**src/rtl/shabh_pkg.sv**
```systemverilog
// shared types, constants and command/status structs of the sha-256 byte stream hasher
// no dependencies, compiled first
package shabh_pkg;

  typedef logic [31:0] word_t;
  typedef word_t digest_t [8];

  // input action codes
  localparam logic ACT_ABSORB = 1'b0;
  localparam logic ACT_FINISH = 1'b1;

  localparam logic [7:0] PAD_BYTE           = 8'h80;
  localparam logic [5:0] LEN_START          = 6'd56;
  localparam logic [5:0] LAST_SLOT          = 6'd63;
  localparam logic [5:0] LAST_ROUND         = 6'd63;
  localparam logic [5:0] SCHED_LOAD_ROUNDS  = 6'd16;
  localparam logic [2:0] LAST_WORD_IDX      = 3'd7;

  localparam digest_t HASH_IV = '{
    32'h6a09e667, 32'hbb67ae85, 32'h3c6ef372, 32'ha54ff53a,
    32'h510e527f, 32'h9b05688c, 32'h1f83d9ab, 32'h5be0cd19
  };

  localparam word_t ROUND_K [64] = '{
    32'h428a2f98, 32'h71374491, 32'hb5c0fbcf, 32'he9b5dba5,
    32'h3956c25b, 32'h59f111f1, 32'h923f82a4, 32'hab1c5ed5,
    32'hd807aa98, 32'h12835b01, 32'h243185be, 32'h550c7dc3,
    32'h72be5d74, 32'h80deb1fe, 32'h9bdc06a7, 32'hc19bf174,
    32'he49b69c1, 32'hefbe4786, 32'h0fc19dc6, 32'h240ca1cc,
    32'h2de92c6f, 32'h4a7484aa, 32'h5cb0a9dc, 32'h76f988da,
    32'h983e5152, 32'ha831c66d, 32'hb00327c8, 32'hbf597fc7,
    32'hc6e00bf3, 32'hd5a79147, 32'h06ca6351, 32'h14292967,
    32'h27b70a85, 32'h2e1b2138, 32'h4d2c6dfc, 32'h53380d13,
    32'h650a7354, 32'h766a0abb, 32'h81c2c92e, 32'h92722c85,
    32'ha2bfe8a1, 32'ha81a664b, 32'hc24b8b70, 32'hc76c51a3,
    32'hd192e819, 32'hd6990624, 32'hf40e3585, 32'h106aa070,
    32'h19a4c116, 32'h1e376c08, 32'h2748774c, 32'h34b0bcb5,
    32'h391c0cb3, 32'h4ed8aa4a, 32'h5b9cca4f, 32'h682e6ff3,
    32'h748f82ee, 32'h78a5636f, 32'h84c87814, 32'h8cc70208,
    32'h90befffa, 32'ha4506ceb, 32'hbef9a3f7, 32'hc67178f2
  };

  typedef enum logic [2:0] {
    S_IDLE,
    S_PAD1,
    S_PADZ,
    S_PADL,
    S_COMP,
    S_FOLD
  } state_t;

  // what follows the compression of the current block
  typedef enum logic [1:0] {
    BLK_DATA,
    BLK_PAD,
    BLK_LAST
  } blk_t;

  // source of a byte pushed into the block buffer
  typedef enum logic [1:0] {
    SRC_DATA,
    SRC_PAD,
    SRC_ZERO,
    SRC_LEN
  } src_t;

  typedef struct packed {
    logic       push;
    src_t       src;
    logic       load_len;
    logic       init_v;
    logic       round;
    logic [5:0] round_idx;
    logic       fold;
    logic       fold_last;
  } cmd_t;

  typedef struct packed {
    logic [5:0] pending;
    logic       out_busy;
  } sts_t;

endpackage

```
**src/rtl/shabh_if.sv**
```systemverilog
// valid/ready channel interfaces of the hasher: byte request in, digest word out
// no dependencies
interface shabh_in_if;
  logic       valid;
  logic       ready;
  logic       action;
  logic [7:0] data_byte;

  modport source (output valid, output action, output data_byte, input ready);
  modport sink   (input valid, input action, input data_byte, output ready);
endinterface

interface shabh_out_if;
  logic        valid;
  logic        ready;
  logic [31:0] digest_word;
  logic [2:0]  word_index;
  logic        last_word;

  modport source (output valid, output digest_word, output word_index, output last_word,
                  input ready);
  modport sink   (input valid, input digest_word, input word_index, input last_word,
                  output ready);
endinterface

```
**src/rtl/shabh_ctrl.sv**
```systemverilog
// controller fsm: byte intake, padding sequence, round count and fold
// depends on shabh_pkg
module shabh_ctrl (
  input  logic             clk,
  input  logic             rst_n,
  input  logic             in_valid,
  input  logic             in_action,
  output logic             in_ready,
  input  shabh_pkg::sts_t  sts,
  output shabh_pkg::cmd_t  cmd
);
  import shabh_pkg::*;

  state_t     state_r, state_nxt;
  blk_t       blk_r, blk_nxt;
  logic [5:0] rnd_r, rnd_nxt;
  logic       blk_full;

  assign blk_full = (sts.pending == LAST_SLOT);

  always_ff @(posedge clk) begin
    if (!rst_n) begin
      state_r <= S_IDLE;
      blk_r   <= BLK_DATA;
      rnd_r   <= '0;
    end else begin
      state_r <= state_nxt;
      blk_r   <= blk_nxt;
      rnd_r   <= rnd_nxt;
    end
  end

  // next state
  always_comb begin
    state_nxt = state_r;
    blk_nxt   = blk_r;
    rnd_nxt   = rnd_r;
    case (state_r)
      S_IDLE: begin
        if (in_valid) begin
          if (in_action == ACT_FINISH) begin
            state_nxt = S_PAD1;
          end else if (blk_full) begin
            state_nxt = S_COMP;
            blk_nxt   = BLK_DATA;
          end
        end
      end
      S_PAD1: begin
        if (blk_full) begin
          state_nxt = S_COMP;
          blk_nxt   = BLK_PAD;
        end else begin
          state_nxt = S_PADZ;
        end
      end
      S_PADZ: begin
        if (sts.pending == LEN_START) begin
          state_nxt = S_PADL;
        end else if (blk_full) begin
          state_nxt = S_COMP;
          blk_nxt   = BLK_PAD;
        end
      end
      S_PADL: begin
        if (blk_full) begin
          state_nxt = S_COMP;
          blk_nxt   = BLK_LAST;
        end
      end
      S_COMP: begin
        rnd_nxt = rnd_r + 6'd1;
        if (rnd_r == LAST_ROUND) begin
          state_nxt = S_FOLD;
        end
      end
      S_FOLD: begin
        case (blk_r)
          BLK_DATA: state_nxt = S_IDLE;
          BLK_PAD:  state_nxt = S_PADZ;
          BLK_LAST: begin
            if (!sts.out_busy) begin
              state_nxt = S_IDLE;
            end
          end
          default:  state_nxt = S_IDLE;
        endcase
      end
      default: state_nxt = S_IDLE;
    endcase
  end

  // outputs
  always_comb begin
    cmd           = '0;
    cmd.src       = SRC_DATA;
    cmd.round_idx = rnd_r;
    in_ready      = 1'b0;
    case (state_r)
      S_IDLE: begin
        in_ready = 1'b1;
        if (in_valid) begin
          if (in_action == ACT_ABSORB) begin
            cmd.push   = 1'b1;
            cmd.init_v = blk_full;
          end else begin
            cmd.load_len = 1'b1;
          end
        end
      end
      S_PAD1: begin
        cmd.push   = 1'b1;
        cmd.src    = SRC_PAD;
        cmd.init_v = blk_full;
      end
      S_PADZ: begin
        if (sts.pending != LEN_START) begin
          cmd.push   = 1'b1;
          cmd.src    = SRC_ZERO;
          cmd.init_v = blk_full;
        end
      end
      S_PADL: begin
        cmd.push   = 1'b1;
        cmd.src    = SRC_LEN;
        cmd.init_v = blk_full;
      end
      S_COMP: begin
        cmd.round = 1'b1;
      end
      S_FOLD: begin
        case (blk_r)
          BLK_LAST: begin
            cmd.fold      = !sts.out_busy;
            cmd.fold_last = !sts.out_busy;
          end
          default: cmd.fold = 1'b1;
        endcase
      end
      default: ;
    endcase
  end

  // rounds run back to back once started
  a_round_steps: assert property (@(posedge clk) disable iff (!rst_n)
    (state_r == S_COMP && rnd_r != LAST_ROUND)
      |=> (state_r == S_COMP && rnd_r == 6'($past(rnd_r) + 6'd1)))
    else $error("round counter did not advance");

  // a full block always starts compression at round zero
  a_full_starts: assert property (@(posedge clk) disable iff (!rst_n)
    (cmd.push && blk_full) |=> (state_r == S_COMP && rnd_r == 6'd0))
    else $error("full block did not start compression at round zero");

  // digest never overwrites an undrained one
  a_no_overwrite: assert property (@(posedge clk) disable iff (!rst_n)
    cmd.fold_last |-> !sts.out_busy)
    else $error("digest loaded while output busy");

  a_final_done: assert property (@(posedge clk) disable iff (!rst_n)
    (state_r == S_FOLD && blk_r == BLK_LAST && !sts.out_busy) |=> state_r == S_IDLE)
    else $error("final fold did not return to idle");

endmodule

```
**src/rtl/shabh_dp.sv**
```systemverilog
// datapath: byte packing, schedule window, round unit, chaining words, length counters
// depends on shabh_pkg
module shabh_dp (
  input  logic               clk,
  input  logic               rst_n,
  input  logic [7:0]         in_byte,
  input  shabh_pkg::cmd_t    cmd,
  output logic [5:0]         pending,
  output shabh_pkg::digest_t dig
);
  import shabh_pkg::*;

  function automatic word_t rotr(input word_t x, input int unsigned n);
    return (x >> n) | (x << (32 - n));
  endfunction

  function automatic word_t bsig0(input word_t x);
    return rotr(x, 2) ^ rotr(x, 13) ^ rotr(x, 22);
  endfunction

  function automatic word_t bsig1(input word_t x);
    return rotr(x, 6) ^ rotr(x, 11) ^ rotr(x, 25);
  endfunction

  function automatic word_t ssig0(input word_t x);
    return rotr(x, 7) ^ rotr(x, 18) ^ (x >> 3);
  endfunction

  function automatic word_t ssig1(input word_t x);
    return rotr(x, 17) ^ rotr(x, 19) ^ (x >> 10);
  endfunction

  function automatic word_t ch_fn(input word_t e, input word_t f, input word_t g);
    return (e & f) ^ (~e & g);
  endfunction

  function automatic word_t maj_fn(input word_t a, input word_t b, input word_t c);
    return (a & b) ^ (a & c) ^ (b & c);
  endfunction

  logic [5:0]  pend_r, pend_nxt;
  logic [63:0] cnt_r, cnt_nxt;
  logic [63:0] len_r, len_nxt;
  logic [23:0] acc_r, acc_nxt;
  word_t       win_r [16];
  word_t       win_nxt [16];
  digest_t     h_r, h_nxt;
  digest_t     v_r, v_nxt;
  digest_t     sum;
  logic [7:0]  push_byte;
  word_t       sched_w, t1, t2;

  assign pending = pend_r;
  assign dig     = sum;

  always_comb begin
    case (cmd.src)
      SRC_DATA: push_byte = in_byte;
      SRC_PAD:  push_byte = PAD_BYTE;
      SRC_ZERO: push_byte = 8'h00;
      SRC_LEN:  push_byte = len_r[63:56];
      default:  push_byte = 8'h00;
    endcase
  end

  // one round of compression
  always_comb begin
    sched_w = win_r[0];
    if (cmd.round_idx >= SCHED_LOAD_ROUNDS) begin
      sched_w = win_r[0] + ssig0(win_r[1]) + win_r[9] + ssig1(win_r[14]);
    end
    t1 = v_r[7] + bsig1(v_r[4]) + ch_fn(v_r[4], v_r[5], v_r[6]) + ROUND_K[cmd.round_idx]
       + sched_w;
    t2 = bsig0(v_r[0]) + maj_fn(v_r[0], v_r[1], v_r[2]);
  end

  always_comb begin
    for (int i = 0; i < 8; i++) begin
      sum[i] = h_r[i] + v_r[i];
    end
  end

  always_comb begin
    pend_nxt = pend_r;
    cnt_nxt  = cnt_r;
    len_nxt  = len_r;
    acc_nxt  = acc_r;
    win_nxt  = win_r;
    h_nxt    = h_r;
    v_nxt    = v_r;

    if (cmd.push) begin
      pend_nxt = pend_r + 6'd1;
      acc_nxt  = {acc_r[15:0], push_byte};
      // every fourth byte completes a big-endian word
      if (pend_r[1:0] == 2'b11) begin
        for (int i = 0; i < 15; i++) begin
          win_nxt[i] = win_r[i + 1];
        end
        win_nxt[15] = {acc_r, push_byte};
      end
      if (cmd.src == SRC_DATA) begin
        cnt_nxt = cnt_r + 64'd1;
      end
      if (cmd.src == SRC_LEN) begin
        len_nxt = {len_r[55:0], 8'h00};
      end
    end

    if (cmd.load_len) begin
      len_nxt = {cnt_r[60:0], 3'b000};
      cnt_nxt = '0;
    end

    if (cmd.init_v) begin
      v_nxt = h_r;
    end

    if (cmd.round) begin
      for (int i = 0; i < 15; i++) begin
        win_nxt[i] = win_r[i + 1];
      end
      win_nxt[15] = sched_w;
      v_nxt[7] = v_r[6];
      v_nxt[6] = v_r[5];
      v_nxt[5] = v_r[4];
      v_nxt[4] = v_r[3] + t1;
      v_nxt[3] = v_r[2];
      v_nxt[2] = v_r[1];
      v_nxt[1] = v_r[0];
      v_nxt[0] = t1 + t2;
    end

    if (cmd.fold) begin
      if (cmd.fold_last) begin
        h_nxt = HASH_IV;
      end else begin
        h_nxt = sum;
      end
    end
  end

  always_ff @(posedge clk) begin
    if (!rst_n) begin
      pend_r <= '0;
      cnt_r  <= '0;
      h_r    <= HASH_IV;
    end else begin
      pend_r <= pend_nxt;
      cnt_r  <= cnt_nxt;
      h_r    <= h_nxt;
    end
  end

  always_ff @(posedge clk) begin
    len_r <= len_nxt;
    acc_r <= acc_nxt;
    win_r <= win_nxt;
    v_r   <= v_nxt;
  end

endmodule

```
**src/rtl/shabh_obuf.sv**
```systemverilog
// digest output register: holds eight words and drains them one request at a time
// depends on shabh_pkg
module shabh_obuf (
  input  logic               clk,
  input  logic               rst_n,
  input  logic               load,
  input  shabh_pkg::digest_t dig,
  output logic               busy,
  output logic               out_valid,
  input  logic               out_ready,
  output shabh_pkg::word_t   out_word,
  output logic [2:0]         out_index,
  output logic               out_last
);
  import shabh_pkg::*;

  digest_t    dig_r;
  logic [2:0] idx_r;
  logic       busy_r;

  assign busy      = busy_r;
  assign out_valid = busy_r;
  assign out_word  = dig_r[0];
  assign out_index = idx_r;
  assign out_last  = (idx_r == LAST_WORD_IDX);

  always_ff @(posedge clk) begin
    if (!rst_n) begin
      busy_r <= 1'b0;
      idx_r  <= '0;
    end else if (load) begin
      busy_r <= 1'b1;
      idx_r  <= '0;
    end else if (busy_r && out_ready) begin
      idx_r <= idx_r + 3'd1;
      if (idx_r == LAST_WORD_IDX) begin
        busy_r <= 1'b0;
      end
    end
  end

  always_ff @(posedge clk) begin
    if (load) begin
      dig_r <= dig;
    end else if (busy_r && out_ready) begin
      for (int i = 0; i < 7; i++) begin
        dig_r[i] <= dig_r[i + 1];
      end
    end
  end

endmodule

```
**src/rtl/sha256_byte_stream_hasher_core.sv**
```systemverilog
// top level of the sha-256 byte stream hasher
// depends on shabh_pkg, shabh_if, shabh_ctrl, shabh_dp, shabh_obuf
//
// channel  dir  payload                               request means
// in_ch    in   action, data_byte                     absorb one byte or finish message
// out_ch   out  digest_word, word_index, last_word    one digest word, eight per finish
//
// a data byte is taken while idle; a byte that fills a 64-byte block starts its rounds and
// fold on the single shared round unit, and no request is taken until they end
// a finish pushes one padding byte at a time (9 to 72, length bytes included), checks once
// before the length bytes and runs one or two compressions, then the digest
// moves to the output register
// reset (synchronous, rst_n low) loads the initial hash values and clears all counters
// the output register drains while the next message is absorbed; a finish waits in its
// fold cycle until the previous digest has been fully taken
module sha256_byte_stream_hasher_core (
  input  logic        clk,
  input  logic        rst_n,
  shabh_in_if.sink    in_ch,
  shabh_out_if.source out_ch
);
  import shabh_pkg::*;

  cmd_t    cmd;
  sts_t    sts;
  digest_t dig;
  logic    in_ready;
  logic    out_busy;
  logic    [5:0] pending;

  assign in_ch.ready  = in_ready;
  assign sts.pending  = pending;
  assign sts.out_busy = out_busy;

  // sequencing: intake, padding, 64 rounds, fold
  shabh_ctrl u_ctrl (
    .clk       (clk),
    .rst_n     (rst_n),
    .in_valid  (in_ch.valid),
    .in_action (in_ch.action),
    .in_ready  (in_ready),
    .sts       (sts),
    .cmd       (cmd)
  );

  // block packing, message schedule and compression
  shabh_dp u_dp (
    .clk     (clk),
    .rst_n   (rst_n),
    .in_byte (in_ch.data_byte),
    .cmd     (cmd),
    .pending (pending),
    .dig     (dig)
  );

  // digest held here so intake of the next message is not blocked
  shabh_obuf u_obuf (
    .clk       (clk),
    .rst_n     (rst_n),
    .load      (cmd.fold_last),
    .dig       (dig),
    .busy      (out_busy),
    .out_valid (out_ch.valid),
    .out_ready (out_ch.ready),
    .out_word  (out_ch.digest_word),
    .out_index (out_ch.word_index),
    .out_last  (out_ch.last_word)
  );

endmodule

```
**src/flat_wrapper.sv**
```systemverilog
// flat-port wrapper written by rule: the top's interface ports become plain ports
module sha256_byte_stream_hasher_core_flat import shabh_pkg::*;
  (clk, rst_n, in_ch_valid, in_ch_action, in_ch_data_byte, in_ch_ready, out_ch_valid, out_ch_digest_word, out_ch_word_index, out_ch_last_word, out_ch_ready);
  shabh_in_if in_ch_i ();
  shabh_out_if out_ch_i ();
  input  logic clk;
  input  logic rst_n;
  input wire logic [$bits(in_ch_i.valid)-1:0] in_ch_valid;
  input wire logic [$bits(in_ch_i.action)-1:0] in_ch_action;
  input wire logic [$bits(in_ch_i.data_byte)-1:0] in_ch_data_byte;
  output wire logic [$bits(in_ch_i.ready)-1:0] in_ch_ready;
  output wire logic [$bits(out_ch_i.valid)-1:0] out_ch_valid;
  output wire logic [$bits(out_ch_i.digest_word)-1:0] out_ch_digest_word;
  output wire logic [$bits(out_ch_i.word_index)-1:0] out_ch_word_index;
  output wire logic [$bits(out_ch_i.last_word)-1:0] out_ch_last_word;
  input wire logic [$bits(out_ch_i.ready)-1:0] out_ch_ready;
  assign in_ch_i.valid = in_ch_valid;
  assign in_ch_i.action = in_ch_action;
  assign in_ch_i.data_byte = in_ch_data_byte;
  assign in_ch_ready = in_ch_i.ready;
  assign out_ch_valid = out_ch_i.valid;
  assign out_ch_digest_word = out_ch_i.digest_word;
  assign out_ch_word_index = out_ch_i.word_index;
  assign out_ch_last_word = out_ch_i.last_word;
  assign out_ch_i.ready = out_ch_ready;
  sha256_byte_stream_hasher_core u_core (.clk(clk), .rst_n(rst_n), .in_ch(in_ch_i), .out_ch(out_ch_i));
endmodule
```
**config.mk**
```make
export PLATFORM = sky130hd
export DESIGN_NAME = sha256_byte_stream_hasher_core_flat
export DESIGN_NICKNAME = d
export VERILOG_FILES = /design/src/rtl/shabh_pkg.sv /design/src/rtl/shabh_if.sv /design/src/rtl/shabh_ctrl.sv /design/src/rtl/shabh_dp.sv /design/src/rtl/shabh_obuf.sv /design/src/rtl/sha256_byte_stream_hasher_core.sv /design/src/flat_wrapper.sv
export SDC_FILE = /design/constraint.sdc
export NUM_CORES = 2
export LEC_CHECK = 0
export BUFFER_PORTS_ARGS = -buffer_cell sky130_fd_sc_hd__buf_4
export CORE_ASPECT_RATIO = 1.4
export CORE_UTILIZATION = 40
export CTS_BUF_LIST = sky130_fd_sc_hd__clkbuf_8
export DETAILED_ROUTE_END_ITERATION = 7
export PLACE_DENSITY = 0.64
export SLEW_MARGIN = 10
export SYNTH_ARGS = -nofsm -noshare
export SYNTH_HDL_FRONTEND = slang
export SYNTH_SLANG_ARGS = --single-unit
```
**constraint.sdc**
```tcl
create_clock -name clk -period 16.2 [get_ports clk]
set_input_delay 0.81 -clock clk [delete_from_list [all_inputs] [get_ports clk]]
set_output_delay 0.81 -clock clk [all_outputs]
set_load 0.01 [all_outputs]
```
Word-level counts from Yosys, hierarchy flattened. Memories as Yosys holds them, arrays and structs flattened. Index checks and enable logic that the tools add are counted.

Register bits: 1450. ROM bits: 2048. Input port bits: 13. Output and inout port bits: 38. Word-level logic and storage cells: 197. Memories: 1.

Memories: (name not given) (depth 64, bits a word 32, read ports 1, clocked after memory_dff 0, write ports 0, line shabh_dp.sv:72) `t1 = v_r[7] + bsig1(v_r[4]) + ch_fn(v_r[4], v_r[5], v_r[6]) + ROUND_K[cmd.round_idx]`.

Add/subtract/negate cells: 22. $lt $le $gt $ge: 2. Equality and inequality tests: 23. Mux-type cells: 50. Bitwise gates (word level): 29. Reduce and logical (&&, ||, !) cells: 21.

Operators with widths (count): 512-bit 2-to-1 mux (3); 256-bit 2-to-1 mux (3); 32-bit adder (18); 224-bit 2-to-1 mux (2); 32-bit XOR (9); 64-bit 2-to-1 mux (3); 32-bit bitwise AND (5); 32-bit 2-to-1 mux (3); 64-bit by 1-bit adder with 64-bit output (second input constant) (1); 32-bit inverter (1); 10-bit by 32-bit bitwise OR with 32-bit output (1); 13-bit by 32-bit bitwise OR with 32-bit output (1); 14-bit by 32-bit bitwise OR with 32-bit output (1); 15-bit by 32-bit bitwise OR with 32-bit output (1); 19-bit by 32-bit bitwise OR with 32-bit output (1); 21-bit by 32-bit bitwise OR with 32-bit output (1); 25-bit by 32-bit bitwise OR with 32-bit output (1); 26-bit by 32-bit bitwise OR with 32-bit output (1); 30-bit by 32-bit bitwise OR with 32-bit output (1); 7-bit by 32-bit bitwise OR with 32-bit output (1); 8-bit case mux with 4 select lines (1); 32-bit by 22-bit XOR with 32-bit output (1); 32-bit by 29-bit XOR with 32-bit output (1); 3-bit 2-to-1 mux (8); other kinds (32) (78).

Depth between registers and ports, before layout.
Depth after elaboration: 10. Gate-level depth with buffers: 50. Gate-level depth less buffers: 50.

Modules after synthesis. From an unflattened synthesis, not the netlist that was laid out.

Cell total of the unflattened synthesis: 6762. Area total of the unflattened synthesis: 80507.2 um^2.

By module, submodules not included: shabh_dp (instances 1, cells each 6122, area each 68549.5 um^2, seq. area each 32080.8 um^2); shabh_obuf (instances 1, cells each 559, area each 11282.1 um^2, seq. area each 7767.4 um^2); shabh_ctrl (instances 1, cells each 81, area each 675.6 um^2, seq. area each 220.2 um^2).

Worst setup path before layout. OpenSTA, ideal clock, no wires.

Kind: input to register. From: input in_ch_action. To: register u_core.u_dp.win_r[0] in the netlist's numbering (enable). Library setup time: 901 ps. Arrival: 13544 ps. Path slack: 1755 ps. Cell stages on the path: 4. Cells stage by stage: nand3b_1 a21oi_1 nand2_1 nand2_1.

RTL lines: start: declaration (line flat_wrapper.sv:9) `input wire logic [$bits(in_ch_i.action)-1:0] in_ch_action;`; end signal: assignment (line shabh_dp.sv:158) `win_r <= win_nxt;`; end: declaration (line shabh_dp.sv:45) `word_t win_r [16];`.

==> flow_summary.json <==
{
  "rsz0062_at_grt": "no",
  "grt_pass1_wl_mm": 381,
  "cpMostUsedCell": "inv_1",
  "dpl.hpwl_mm": 184,
  "ys_top_cells_by_area": "edfxtp_1 (41%), dfxtp_1 (8.4%), nand2_1 (7.8%)",
  "synthMostInstantiatedCell": "nand2_1",
  "reg2reg_slack_ns": 4.93,
  "ys.flop_type": "edfxtp_1",
  "cts.sinks": 1447,
  "num_io_pins": 51,
  "p_leak_nw": 35.8,
  "wl_per_cell_um": 24.3,
  "p_switching_w": 0.00182,
  "viasPerCell": 5.56,
  "reg2reg_depth": 46,
  "p_sw_share_pct": 23.6,
  "syn_nets": 8550,
  "die_h_um": 534,
  "drive_gt1_share_pct": 7.14,
  "min_period_over_period_pct": 69.6,
  "rows": 194,
  "synth_area_leader_cell": "edfxtp_1",
  "die_area_mm2": 0.204,
  "critical_path_class": "reg2reg",
  "clock_skew_ns": 0.0594,
  "ys_top_cells_by_count": "nand2_1 (1679), edfxtp_1 (1109), inv_1 (486)",
  "grt_overflow": 0,
  "syn_inst": 7928,
  "reg2reg_from": "u_core.u_dp.win_r[456]",
  "ys_types": 101,
  "yosysWarnings": 0,
  "firstDrtPassIters": 6,
  "grt_pass1_vias": 59500,
  "max-vdd-ir-drop_v": 0.0000877,
  "status": "complete, no violations",
  "p_seq_share_pct": 52.0,
  "vias": 59800,
  "hold_class": "in2reg",
  "wl_mm": 260,
  "initial_utilization_pct": 40.4,
  "setup_tns_ns": 0,
  "final_core_util_pct": 44.3,
  "nets": 8513,
  "drv_cap": 0,
  "fin_cells": 10700,
  "synthesis.area_mm2": 0.0808,
  "cpMaxStageDelayCell": "a21boi_0",
  "critPathMaxFanout": 5,
  "ys_ff_latch": 1447,
  "start_kind": "register",
  "max_freq_ghz": 0.0887,
  "cts_max_level": 4,
  "root_buffer": "clkbuf_8",
  "hold-worst-slack_ns": 0.100,
  "clk_latency_ns": 1.03,
  "holdBufCountCts": 0,
  "setup-violations-final": 0,
  "worst-endpoint-required_ns": 16.93,
  "grt_max_degree": 212,
  "min_from": "out_ch_ready",
  "postCtsSetupBuffers": 0,
  "clockPowerShare_pct": 43.9,
  "slew_viol_final": 0,
  "end_kind": "register",
  "dpl.cell_count": 10300,
  "drcViolationCount": 0,
  "slowest_delay_ns": 0.52,
  "final.min_clock_period_ns": 11.27,
  "worstMarginPinSlew_ns": 1.36,
  "synth_edf_count": 1109,
  "clk_path_buf_depth": 3,
  "cts_resized": 0,
  "cts_made_buffers": 226,
  "r2r_end": "u_core.u_dp.v_r[253]",
  "relSlewSlack_pct": 8.95,
  "path_clk_slew_ns": 0.06,
  "p_comb_share_pct": 4.1,
  "routabilityCongestion": 0.968,
  "p_int_w": 0.00589,
  "core_mm2": 0.200,
  "drt.antenna.violating_nets": 0,
  "synth_seq_area_share_pct": 49.6,
  "yosys.area.top_type_share_pct": 41.2,
  "dieWidth_um": 382,
  "min_delay_path_depth": 3,
  "grtUsageTotal_pct": 25.1,
  "io_buffers": 50,
  "arrival_ns": 12.00,
  "power_density_mw_per_mm2": 87.0,
  "async_flop_share_pct": 0,
  "syn_to_final_growth_pct": 9.72,
  "drt_iter0_drc": 5057,
  "hold_viol": 0,
  "avgSynthCellArea_um2": 10.2,
  "whs_endpoint": "u_core.u_obuf.out_index[1]",
  "antenna_found_initial": 4,
  "cts_tree": "yes"
}
==> area by class of cell <==
type,instances,area [um2]
Inverter,487,1840
Sequential cell,1447,40100
Multi-Input combinational cell,5606,37400
Clock buffer,266,3660
Tap cell,2646,3310
Clock inverter,164,1310
Fill cell,18900,111000
Antenna cell,1,2.50
Timing Repair Buffer,123,1020
==> registers in the layout, indices dropped and copies added (netlist names), 24 cells and up <==
signal,count
u_core.u_dp.acc_r,24
u_core.u_dp.cnt_r,61
u_core.u_dp.h_r,256
u_core.u_dp.len_r,61
u_core.u_dp.v_r,256
u_core.u_dp.win_r,512
u_core.u_obuf.dig_r,224
u_core.u_obuf.out_word,32
==> routing by layer <==
metal	track usage (%)	part of all wire (%)	up-vias	routed length (um)
li1	-	-	27500	-
met1	28.9	38	29500	99300
met2	43.3	49	2120	129000
met3	3.62	5.2	647	13400
met4	16.4	7.4	2	19200
met5	0	0.0077	-	20
==> cell families after synthesis <==
logic type	synth area share, %
fa+ha+maj	11.3
xor+xnor	6.99
flops	49.6
buf+inv	4.27
mux	1.15
compound gates	13.2
simple gates	13.5
==> critical path, delay by kind of cell, from the launching register on <==
kind            cells  cell delay [ns]
flops               1             0.48
buf+inv             8             0.60
compound gates     19             4.19
xor+xnor            4             1.13
fa+ha+maj          10             4.00
simple gates        5             0.60
==> power groups by stage <==
| stage | Combinational, W | Sequential, W | Clock (W) |
|---|---|---|---|
| floorplan | 0.000220 | 0.00409 | 0 |
| global placement | 0.000311 | 0.00409 | 0 |
| detailed placement | 0.000314 | 0.00409 | 0 |
| CTS | 0.000316 | 0.00401 | 0.00345 |
| global route | 0.000347 | 0.00401 | 0.00359 |
| finish | 0.000318 | 0.00401 | 0.00338 |
==> through the flow <==
stage | setup slack (ns) | total power, W | cell area (um2)
floorplan | 1.76 | 0.00431 | 80800
global placement | 5.07 | 0.00440 | 83600
detailed placement | 5.01 | 0.00441 | 83600
CTS | 4.95 | 0.00778 | 88600
global route | 4.22 | 0.00795 | 88600
finish | 4.93 | 0.00771 | 88600
==> how the worst max path moves through the flow <==
stage                      startpoint              endpoint  slack, ns  cells past startpoint
2_1_floorplan            in_ch_action  u_core.u_dp.win_r[0]       1.76                      4
3_3_place_gp   u_core.u_dp.win_r[456]  u_core.u_dp.v_r[255]       5.07                     48
3_5_place_dp   u_core.u_dp.win_r[467]  u_core.u_dp.v_r[255]       5.01                     46
4_1_cts        u_core.u_dp.win_r[456]  u_core.u_dp.v_r[255]       4.95                     46
5_1_grt        u_core.u_dp.win_r[456]  u_core.u_dp.v_r[253]       4.22                     46
6_report       u_core.u_dp.win_r[456]  u_core.u_dp.v_r[253]       4.93                     46
==> cells in the final DEF (no fill, tap or decap), types with 17 or more instances in the layout <==
cell and n:
dfxtp_1 334, nor3_1 81, a211o_1 17, a22o_1 45, or3_1 32, o211ai_1 33, a211oi_1 52, clkinv_1 36
clkbuf_8 266, nand2_1 1672, o22ai_1 78, a21oi_1 382, and2_1 37, o21a_1 66, bufinv_16 17, mux2_2 56
a21o_1 223, ha_1 412, nand2b_1 78, nand4_1 29, o22a_1 28, xnor2_1 410, fa_1 197, nor2b_1 51
edfxtp_1 1109, clkinv_2 27, o21bai_1 36, mux2i_1 25, a31oi_1 31, nor2_1 422, o21ai_0 379, a22oi_1 71
nand3_1 82, xor2_1 232, o21ai_1 63, inv_1 548, and3_1 37, buf_4 115
Note: power is estimated with default switching activity, not from simulation.
